$ cat src/hdl/kpc_pkg.sv
// Shared types and constants for the key press classifier.
package kpc_pkg;

  localparam int unsigned CfgIdxW = 8;
  localparam int unsigned TimeW   = 32;
  localparam int unsigned ThrW    = 16;

  localparam logic [CfgIdxW-1:0] CFG_ACTIVE_LOW     = 8'd0;
  localparam logic [CfgIdxW-1:0] CFG_DEBOUNCE       = 8'd1;
  localparam logic [CfgIdxW-1:0] CFG_LONG_PRESS     = 8'd2;
  localparam logic [CfgIdxW-1:0] CFG_HOLD_REPEAT_MS = 8'd3;

  localparam logic            RST_ACTIVE_LOW     = 1'b1;
  localparam logic [ThrW-1:0] RST_DEBOUNCE       = 16'd10;
  localparam logic [ThrW-1:0] RST_LONG_PRESS     = 16'd1500;
  localparam logic [ThrW-1:0] RST_HOLD_REPEAT_MS = 16'd500;

  typedef struct packed {
    logic            active_low;
    logic [ThrW-1:0] debounce_thr;
    logic [ThrW-1:0] long_thr;
    logic [ThrW-1:0] hold_repeat_ms;
  } cfg_t;

  typedef struct packed {
    logic             short_press;
    logic             long_press;
    logic             long_hold;
    logic             pressed;
    logic [TimeW-1:0] press_time_ms;
  } res_t;

endpackage

$ cat src/hdl/kpc_cfg.sv
// Configuration register file of the key press classifier.
module kpc_cfg (
  input  logic                         clk_i,
  input  logic                         rst_ni,
  input  logic                         cfg_valid_i,
  input  logic [kpc_pkg::CfgIdxW-1:0]  cfg_index_i,
  input  logic [kpc_pkg::ThrW-1:0]     cfg_data_i,
  output kpc_pkg::cfg_t                cfg_o
);

  kpc_pkg::cfg_t cfg_q, cfg_d;

  always_comb begin
    cfg_d = cfg_q;
    if (cfg_valid_i) begin
      unique case (cfg_index_i)
        kpc_pkg::CFG_ACTIVE_LOW:     cfg_d.active_low     = cfg_data_i[0];
        kpc_pkg::CFG_DEBOUNCE:       cfg_d.debounce_thr   = cfg_data_i;
        kpc_pkg::CFG_LONG_PRESS:     cfg_d.long_thr       = cfg_data_i;
        kpc_pkg::CFG_HOLD_REPEAT_MS: cfg_d.hold_repeat_ms = cfg_data_i;
        default:                     cfg_d = cfg_q; // drop writes beyond the list
      endcase
    end
  end

  always_ff @(posedge clk_i or negedge rst_ni) begin
    if (!rst_ni) begin
      cfg_q.active_low     <= kpc_pkg::RST_ACTIVE_LOW;
      cfg_q.debounce_thr   <= kpc_pkg::RST_DEBOUNCE;
      cfg_q.long_thr       <= kpc_pkg::RST_LONG_PRESS;
      cfg_q.hold_repeat_ms <= kpc_pkg::RST_HOLD_REPEAT_MS;
    end else begin
      cfg_q <= cfg_d;
    end
  end

  assign cfg_o = cfg_q;

endmodule

$ cat src/hdl/kpc_fsm.sv
// Press state machine and timing datapath; computes one result per step.
module kpc_fsm (
  input  logic                      clk_i,
  input  logic                      rst_ni,
  input  logic                      step_i,
  input  logic                      cmd_i,
  input  logic                      pin_level_i,
  input  logic [kpc_pkg::TimeW-1:0] now_ms_i,
  input  kpc_pkg::cfg_t             cfg_i,
  output kpc_pkg::res_t             res_o
);

  typedef enum logic [2:0] {
    ModeIdle      = 3'd0,
    ModePressDb   = 3'd1,
    ModePressed   = 3'd2,
    ModeLong      = 3'd3,
    ModeReleaseDb = 3'd4
  } mode_e;

  mode_e                     mode_q, mode_d;
  logic [kpc_pkg::TimeW-1:0] press_start_q, press_start_d;
  logic [kpc_pkg::TimeW-1:0] held_time_q, held_time_d;
  logic [kpc_pkg::TimeW-1:0] hold_mark_q, hold_mark_d;

  logic                      act;
  logic [kpc_pkg::TimeW-1:0] since_start;
  logic [kpc_pkg::TimeW-1:0] since_hold;
  logic [kpc_pkg::TimeW-1:0] since_release;
  logic [kpc_pkg::TimeW-1:0] deb_w, long_w, rep_w;
  kpc_pkg::res_t             res;

  assign deb_w  = {{(kpc_pkg::TimeW-kpc_pkg::ThrW){1'b0}}, cfg_i.debounce_thr};
  assign long_w = {{(kpc_pkg::TimeW-kpc_pkg::ThrW){1'b0}}, cfg_i.long_thr};
  assign rep_w  = {{(kpc_pkg::TimeW-kpc_pkg::ThrW){1'b0}}, cfg_i.hold_repeat_ms};

  assign act           = cfg_i.active_low ? !pin_level_i : pin_level_i;
  assign since_start   = now_ms_i - press_start_q;
  assign since_hold    = since_start - hold_mark_q;
  assign since_release = now_ms_i - (press_start_q + held_time_q);

  always_comb begin
    mode_d        = mode_q;
    press_start_d = press_start_q;
    held_time_d   = held_time_q;
    hold_mark_d   = hold_mark_q;
    res           = '0;

    if (cmd_i) begin
      mode_d      = ModeIdle;
      hold_mark_d = '0;
    end else begin
      unique case (mode_q)
        ModeIdle: begin
          if (act) begin
            mode_d        = ModePressDb;
            press_start_d = now_ms_i;
            held_time_d   = '0;
          end
        end
        ModePressDb: begin
          if (!act) begin
            mode_d = ModeIdle;
          end else if (since_start >= deb_w) begin
            mode_d = ModePressed;
          end
        end
        ModePressed: begin
          if (!act) begin
            mode_d = ModeReleaseDb;
          end else begin
            held_time_d = since_start;
            if (since_start >= long_w) begin
              res.long_press = 1'b1;
              mode_d         = ModeLong;
            end
          end
        end
        ModeLong: begin
          if (!act) begin
            mode_d = ModeReleaseDb;
          end else begin
            held_time_d = since_start;
            if (since_hold >= rep_w) begin
              res.long_hold = 1'b1;
              hold_mark_d   = since_start;
            end
          end
        end
        ModeReleaseDb: begin
          if (act) begin
            mode_d = ModePressed;
          end else if (since_release >= deb_w) begin
            res.short_press = (held_time_q < long_w);
            mode_d          = ModeIdle;
            hold_mark_d     = '0;
          end
        end
        default: mode_d = ModeIdle;
      endcase
      res.pressed       = (mode_d == ModePressed) || (mode_d == ModeLong);
      // press duration reads against the start as updated by this beat
      res.press_time_ms = act ? (now_ms_i - press_start_d) : '0;
    end
  end

  always_ff @(posedge clk_i or negedge rst_ni) begin
    if (!rst_ni) begin
      mode_q        <= ModeIdle;
      press_start_q <= '0;
      held_time_q   <= '0;
      hold_mark_q   <= '0;
    end else if (step_i) begin
      mode_q        <= mode_d;
      press_start_q <= press_start_d;
      held_time_q   <= held_time_d;
      hold_mark_q   <= hold_mark_d;
    end
  end

  assign res_o = res;

endmodule

$ cat src/hdl/key_press_classifier.sv
// Top level: input register, press state machine, result register, config port.
//
//   channel | direction | payload                                   | handshake
//   in      | in        | cmd, pin_level, now_ms                    | in_valid_i / in_ready_o
//   out     | out       | short_press, long_press, long_hold,       | out_valid_o / out_ready_i
//           |           | pressed, press_time_ms                    |
//   cfg     | in        | cfg_index (8b), cfg_data (16b)            | cfg_valid_i / cfg_ready_o
//
// One beat per cycle sustained while out_ready_i is high; a beat goes through the
// input register, then the state machine step into the result register, where its
// result sits on the outputs until out_ready_i takes it.
// The state machine updates its state as the beat moves into the result register.
// A stalled result holds in its register; one more beat waits in the input register
// and in_ready_o drops until the result leaves. Reset idles the state machine, clears the
// valid flags and loads config defaults (data registers unreset); cfg_ready_o is always high.
module key_press_classifier (
  input  logic                        clk_i,
  input  logic                        rst_ni,
  input  logic                        in_valid_i,
  output logic                        in_ready_o,
  input  logic                        cmd_i,
  input  logic                        pin_level_i,
  input  logic [31:0]                 now_ms_i,
  output logic                        out_valid_o,
  input  logic                        out_ready_i,
  output logic                        short_press_o,
  output logic                        long_press_o,
  output logic                        long_hold_o,
  output logic                        pressed_o,
  output logic [31:0]                 press_time_ms_o,
  input  logic                        cfg_valid_i,
  output logic                        cfg_ready_o,
  input  logic [kpc_pkg::CfgIdxW-1:0] cfg_index_i,
  input  logic [kpc_pkg::ThrW-1:0]    cfg_data_i
);

  logic                      in_vld_q, in_vld_d;
  logic                      cmd_q;
  logic                      pin_q;
  logic [kpc_pkg::TimeW-1:0] now_q;
  logic                      out_vld_q, out_vld_d;
  kpc_pkg::res_t             res_q;
  kpc_pkg::res_t             res;
  kpc_pkg::cfg_t             cfg;
  logic                      advance;
  logic                      in_take;

  assign advance    = in_vld_q && (!out_vld_q || out_ready_i);
  assign in_ready_o = !in_vld_q || advance;
  assign in_take    = in_valid_i && in_ready_o;

  assign in_vld_d  = in_take || (in_vld_q && !advance);
  assign out_vld_d = advance || (out_vld_q && !out_ready_i);

  assign cfg_ready_o = 1'b1;

  kpc_cfg u_cfg (
    .clk_i       (clk_i),
    .rst_ni      (rst_ni),
    .cfg_valid_i (cfg_valid_i),
    .cfg_index_i (cfg_index_i),
    .cfg_data_i  (cfg_data_i),
    .cfg_o       (cfg)
  );

  kpc_fsm u_fsm (
    .clk_i       (clk_i),
    .rst_ni      (rst_ni),
    .step_i      (advance),
    .cmd_i       (cmd_q),
    .pin_level_i (pin_q),
    .now_ms_i    (now_q),
    .cfg_i       (cfg),
    .res_o       (res)
  );

  always_ff @(posedge clk_i or negedge rst_ni) begin
    if (!rst_ni) begin
      in_vld_q  <= 1'b0;
      out_vld_q <= 1'b0;
    end else begin
      in_vld_q  <= in_vld_d;
      out_vld_q <= out_vld_d;
    end
  end

  always_ff @(posedge clk_i) begin
    if (in_take) begin
      cmd_q <= cmd_i;
      pin_q <= pin_level_i;
      now_q <= now_ms_i;
    end
    if (advance) begin
      res_q <= res;
    end
  end

  assign out_valid_o     = out_vld_q;
  assign short_press_o   = res_q.short_press;
  assign long_press_o    = res_q.long_press;
  assign long_hold_o     = res_q.long_hold;
  assign pressed_o       = res_q.pressed;
  assign press_time_ms_o = res_q.press_time_ms;

endmodule
$ cat config.mk
export PLATFORM = sky130hd
export DESIGN_NAME = key_press_classifier
export DESIGN_NICKNAME = d
export VERILOG_FILES = /design/src/hdl/kpc_pkg.sv /design/src/hdl/kpc_cfg.sv /design/src/hdl/kpc_fsm.sv /design/src/hdl/key_press_classifier.sv
export SDC_FILE = /design/constraint.sdc
export NUM_CORES = 1
export LEC_CHECK = 0
export ABC_AREA = 1
export BUFFER_PORTS_ARGS = -buffer_cell sky130_fd_sc_hd__buf_2
export CELL_PAD_IN_SITES_DETAIL_PLACEMENT = 0
export CELL_PAD_IN_SITES_GLOBAL_PLACEMENT = 2
export CORE_UTILIZATION = 25
export CTS_CLUSTER_SIZE = 20
export DETAILED_ROUTE_END_ITERATION = 16
export PLACE_DENSITY_LB_ADDON = 0.2
export SKIP_LAST_GASP = 1
export SYNTH_ARGS = -nofsm -noshare
export SYNTH_HDL_FRONTEND = slang
export SYNTH_HIERARCHICAL = 1
export SYNTH_SLANG_ARGS = --single-unit
$ cat constraint.sdc
create_clock -name clk_i -period 5.8 [get_ports clk_i]
set_clock_uncertainty 0.2 [all_clocks]
set_input_delay 1.16 -clock clk_i [delete_from_list [all_inputs] [get_ports clk_i]]
set_output_delay 1.16 -clock clk_i [all_outputs]
set_load 0.03 [all_outputs]
==> results by group <==
Place
  – Post-DP Area: 20700 µm²
  – DP Wirelength: 55800 µm
  – Placer Congestion: 0.858
  – # port buffers: 100

Setup path
  – Worst R2R Setup Slack: 0.37 ns
  – WP buf/inv: 3
  – Critical path arrival: 5.67 ns
  – Critical-path maximum fanout: 14
  – Family with the most delay on the worst path: simple AND/OR/NAND/NOR gates
  – R2R depth: 30
  – CP Launch Type: register
  – CP Class: register to register
  – CP max-delay cell: edfxtp_1
  – CP dominant cell by count: nand2_1
  – Reg2reg start: now_q[7]
  – Slowest stage delay, CP: 0.50 ns
  – Critical Path RT: 6.03 ns
  – Crit end category: register
  – End of the worst register-to-register path: u_fsm/hold_mark_q[27]

Yosys
  – Share of flip-flops with an asynchronous set or reset: 0.682
  – Synth Warn #: 6
  – Post-synth EDFFs: 70
  – Synthesized area: 18700 µm²
  – Mapped Nets: 2816
  – Syn Area/Cell: 7.45 µm²
  – Mapped Cells: 2514
  – Yosys cell types: 56
  – FF+latch count, synth: 220
  – Sequential fraction of the synthesis area: 0.314
  – Ys flop type: dfrtp_1

STA
  – Final hold violations: 0
  – WHS: 0.260 ns
  – Final Setup Violations: 0
  – Max Slew Vio Count: 0
  – Setup Total Neg Slack: 0 ns
  – Slew @ Worst Pin: 1.12 ns
  – Period utilisation layout: 0.937
  – Tmin final: 5.43 ns
  – Max Freq: 184 MHz
  – Slew HR: 0.250

Min path
  – Worst Hold Depth: 2
  – WHS Endpoint: u_cfg/cfg_o[6]
  – Worst min path class: register to register
  – Hold wc startpoint: u_cfg/cfg_o[6]

Drt
  – Antenna Nets Post-Route: 0
  – WL/cell: 18.6 µm
  – Final WL: 68200 µm
  – Drt drc: 0
  – Via count: 17000
  – Initial DRC Count: 1148
  – First-pass iteration count of the detailed router: 6
  – Vias/cell: 4.65

Floorplan
  – I/O pin cnt: 102
  – Core ar.: 74300 µm²
  – FP Rows: 100
  – Die width: 276 µm
  – Die height: 276 µm
  – DIE AREA: 76000 µm²
  – Initial cell density of the core: 0.252

Finish
  – Final net count: 2964
  – ANT cells: 0
  – Final Core Density: 0.296
  – Area Growth Syn to Fin: 17.2%
  – Cell area after layout: 22000 µm²
  – Layout cell share with drive strength beyond 1: 0.113

Global routing
  – All-Layer GR Usage: 0.180
  – First-pass GRT wire length: 102000 µm
  – Gr ovfl total: 0
  – Initial antenna violation count: 3
  – Largest net degree at the start of global routing: 77
  – Vias in the first global route: 16600

Clocking
  – Clock sinks: 220
  – Cts bufs inserted: 35
  – Clk_lat worst skew: 0.58 ns
  – CTS tree: built
  – Clock tree root buffer cell: clkbuf_16
  – Clock transition at the registers of the reported paths: 0.05 ns
  – Clock buffer depth: 3
  – CTS H-Tree Depth: 2
  – Post-CTS Hold Buffers: 0

Outcome
  – Status: finished, final reports clean

Run
  – Max cap viols: 0
-- through the flow --
step                std cells  setup slack [ns]
floorplan                2514             0.675
global placement         3591             0.248
finish                   3658             0.368
global route             3658          -0.00972
CTS                      3655             0.192
detailed placement       3591             0.220
-- how the worst max path moves through the flow --
stage                     cells past startpoint                    end              startpoint
final                                        30  u_fsm/hold_mark_q[27]                now_q[7]
after global routing                         30  u_fsm/hold_mark_q[15]                now_q[7]
after CTS                                    33  u_fsm/hold_mark_q[19]  u_fsm/press_start_q[2]
after detailed placement                     33   u_fsm/hold_mark_q[1]  u_fsm/press_start_q[2]
after global placement                       30   u_fsm/hold_mark_q[2]                now_q[9]
after floorplan                              35   u_fsm/hold_mark_q[1]                now_q[1]
-- cell usage after synthesis (3+ instances only) --
cell,instances,area share
clkbuf_1,28,0.0056
buf_2,12,0.0032
a21oi_2,3,0.0014
inv_1,388,0.078
inv_2,3,0.00060
o21a_1,8,0.0032
nand3_2,6,0.0032
nor2_1,185,0.037
dfrtp_1,134,0.18
o221ai_1,3,0.0014
nand3_1,162,0.043
nand2_2,19,0.0063
a221oi_1,4,0.0019
nor2_2,5,0.0017
nor3_1,29,0.0077
fa_1,34,0.036
nor4_1,6,0.0020
nand3b_1,9,0.0036
nor2_4,5,0.0030
a31oi_1,9,0.0030
buf_6,6,0.0036
a21o_1,13,0.0052
a21boi_0,6,0.0024
edfxtp_1,70,0.11
o21bai_1,17,0.0068
nand4_1,37,0.012
nand2_1,599,0.12
xnor2_1,19,0.0089
o21ai_0,155,0.041
ha_1,205,0.14
nand2_4,3,0.0018
o22ai_1,32,0.011
o211ai_1,7,0.0028
o31ai_1,5,0.0020
xor2_1,50,0.023
a21oi_1,190,0.051
a211oi_1,7,0.0028
dfstp_2,16,0.022
-- registers in the layout, summed over array words and instances (netlist names) --
name and count:
u_cfg/cfg_o 49, pressed_o 1, u_fsm/held_time_q 32, now_q 32, u_fsm/press_start_q 32, press_time_ms_o 32, in_vld_q 1, pin_q 1
long_press_o 1, short_press_o 1, u_fsm/hold_mark_q 32, long_hold_o 1, cmd_q 1, u_fsm/mode_q 3, out_valid_o 1
-- worst reg2reg max path: cells and delay by family, from the launching register on --
kind	cells	cell delay, ns
buf+inv	3	0.40
fa+ha+maj	3	1.11
compound gates	5	0.95
xor+xnor	2	0.38
simple gates	17	1.77
flops	1	0.50
-- metal layers --
metal,vias up,global-route usage,share of wire
met1,8004,0.245,0.47
met2,311,0.298,0.47
met3,73,0.0213,0.037
li1,8632,-,-
met4,4,0.0495,0.023
met5,-,0,0.00038
-- final cells by class --
class,instances,area (µm²)
tap,969,1210
sequential,220,5880
multi-input combinational,1853,11200
clock buffer,51,997
timing repair buffer,159,991
fill,8224,52400
inverter,393,1480
clock inverter,13,185
-- kinds of logic (layout without fill, tap and decap cells) --
family	count (synthesis)	count (layout)	share of synthesized area
other cells	1	1	0.000200
flops	220	220	0.314
compound gates	468	468	0.141
simple gates	1075	1075	0.247
buf+inv	441	616	0.0920
mux	1	1	0.000601
xor+xnor	69	69	0.0323
fa+ha+maj	239	239	0.173
-- layout by cell type (no fill, tap or decap), types with 8 or more instances in the layout --
| cell | n |
|---|---|
| nand2_2 | 20 |
| nor2_1 | 182 |
| nand2_1 | 598 |
| clkbuf_1 | 11 |
| a31oi_1 | 9 |
| nand3b_1 | 9 |
| a21o_1 | 13 |
| edfxtp_1 | 70 |
| fa_1 | 33 |
| nor3_1 | 29 |
| xnor2_1 | 19 |
| clkbuf_16 | 36 |
| dfrtp_1 | 134 |
| o21a_1 | 8 |
| inv_1 | 387 |
| nand4_1 | 37 |
| dfstp_2 | 16 |
| o21bai_1 | 17 |
| o21ai_0 | 150 |
| xor2_1 | 49 |
| a21oi_1 | 184 |
| nand3_1 | 162 |
| o22ai_1 | 32 |
| buf_2 | 99 |
| ha_1 | 203 |
| buf_4 | 55 |
-- repair_timing --
| item | 4_1_cts | 5_1_grt |
|---|---|---|
| endpoints found under the setup margin | 0 | 34 |
| hold endpoints to repair | 0 | 0 |
| resized for setup | 0 | 21 |
| buffers inserted | 0 | 3 |
Power is left out: the tool's default activity adds up to more than one toggle a clock period on the data nets, which glitch-free logic cannot reach.
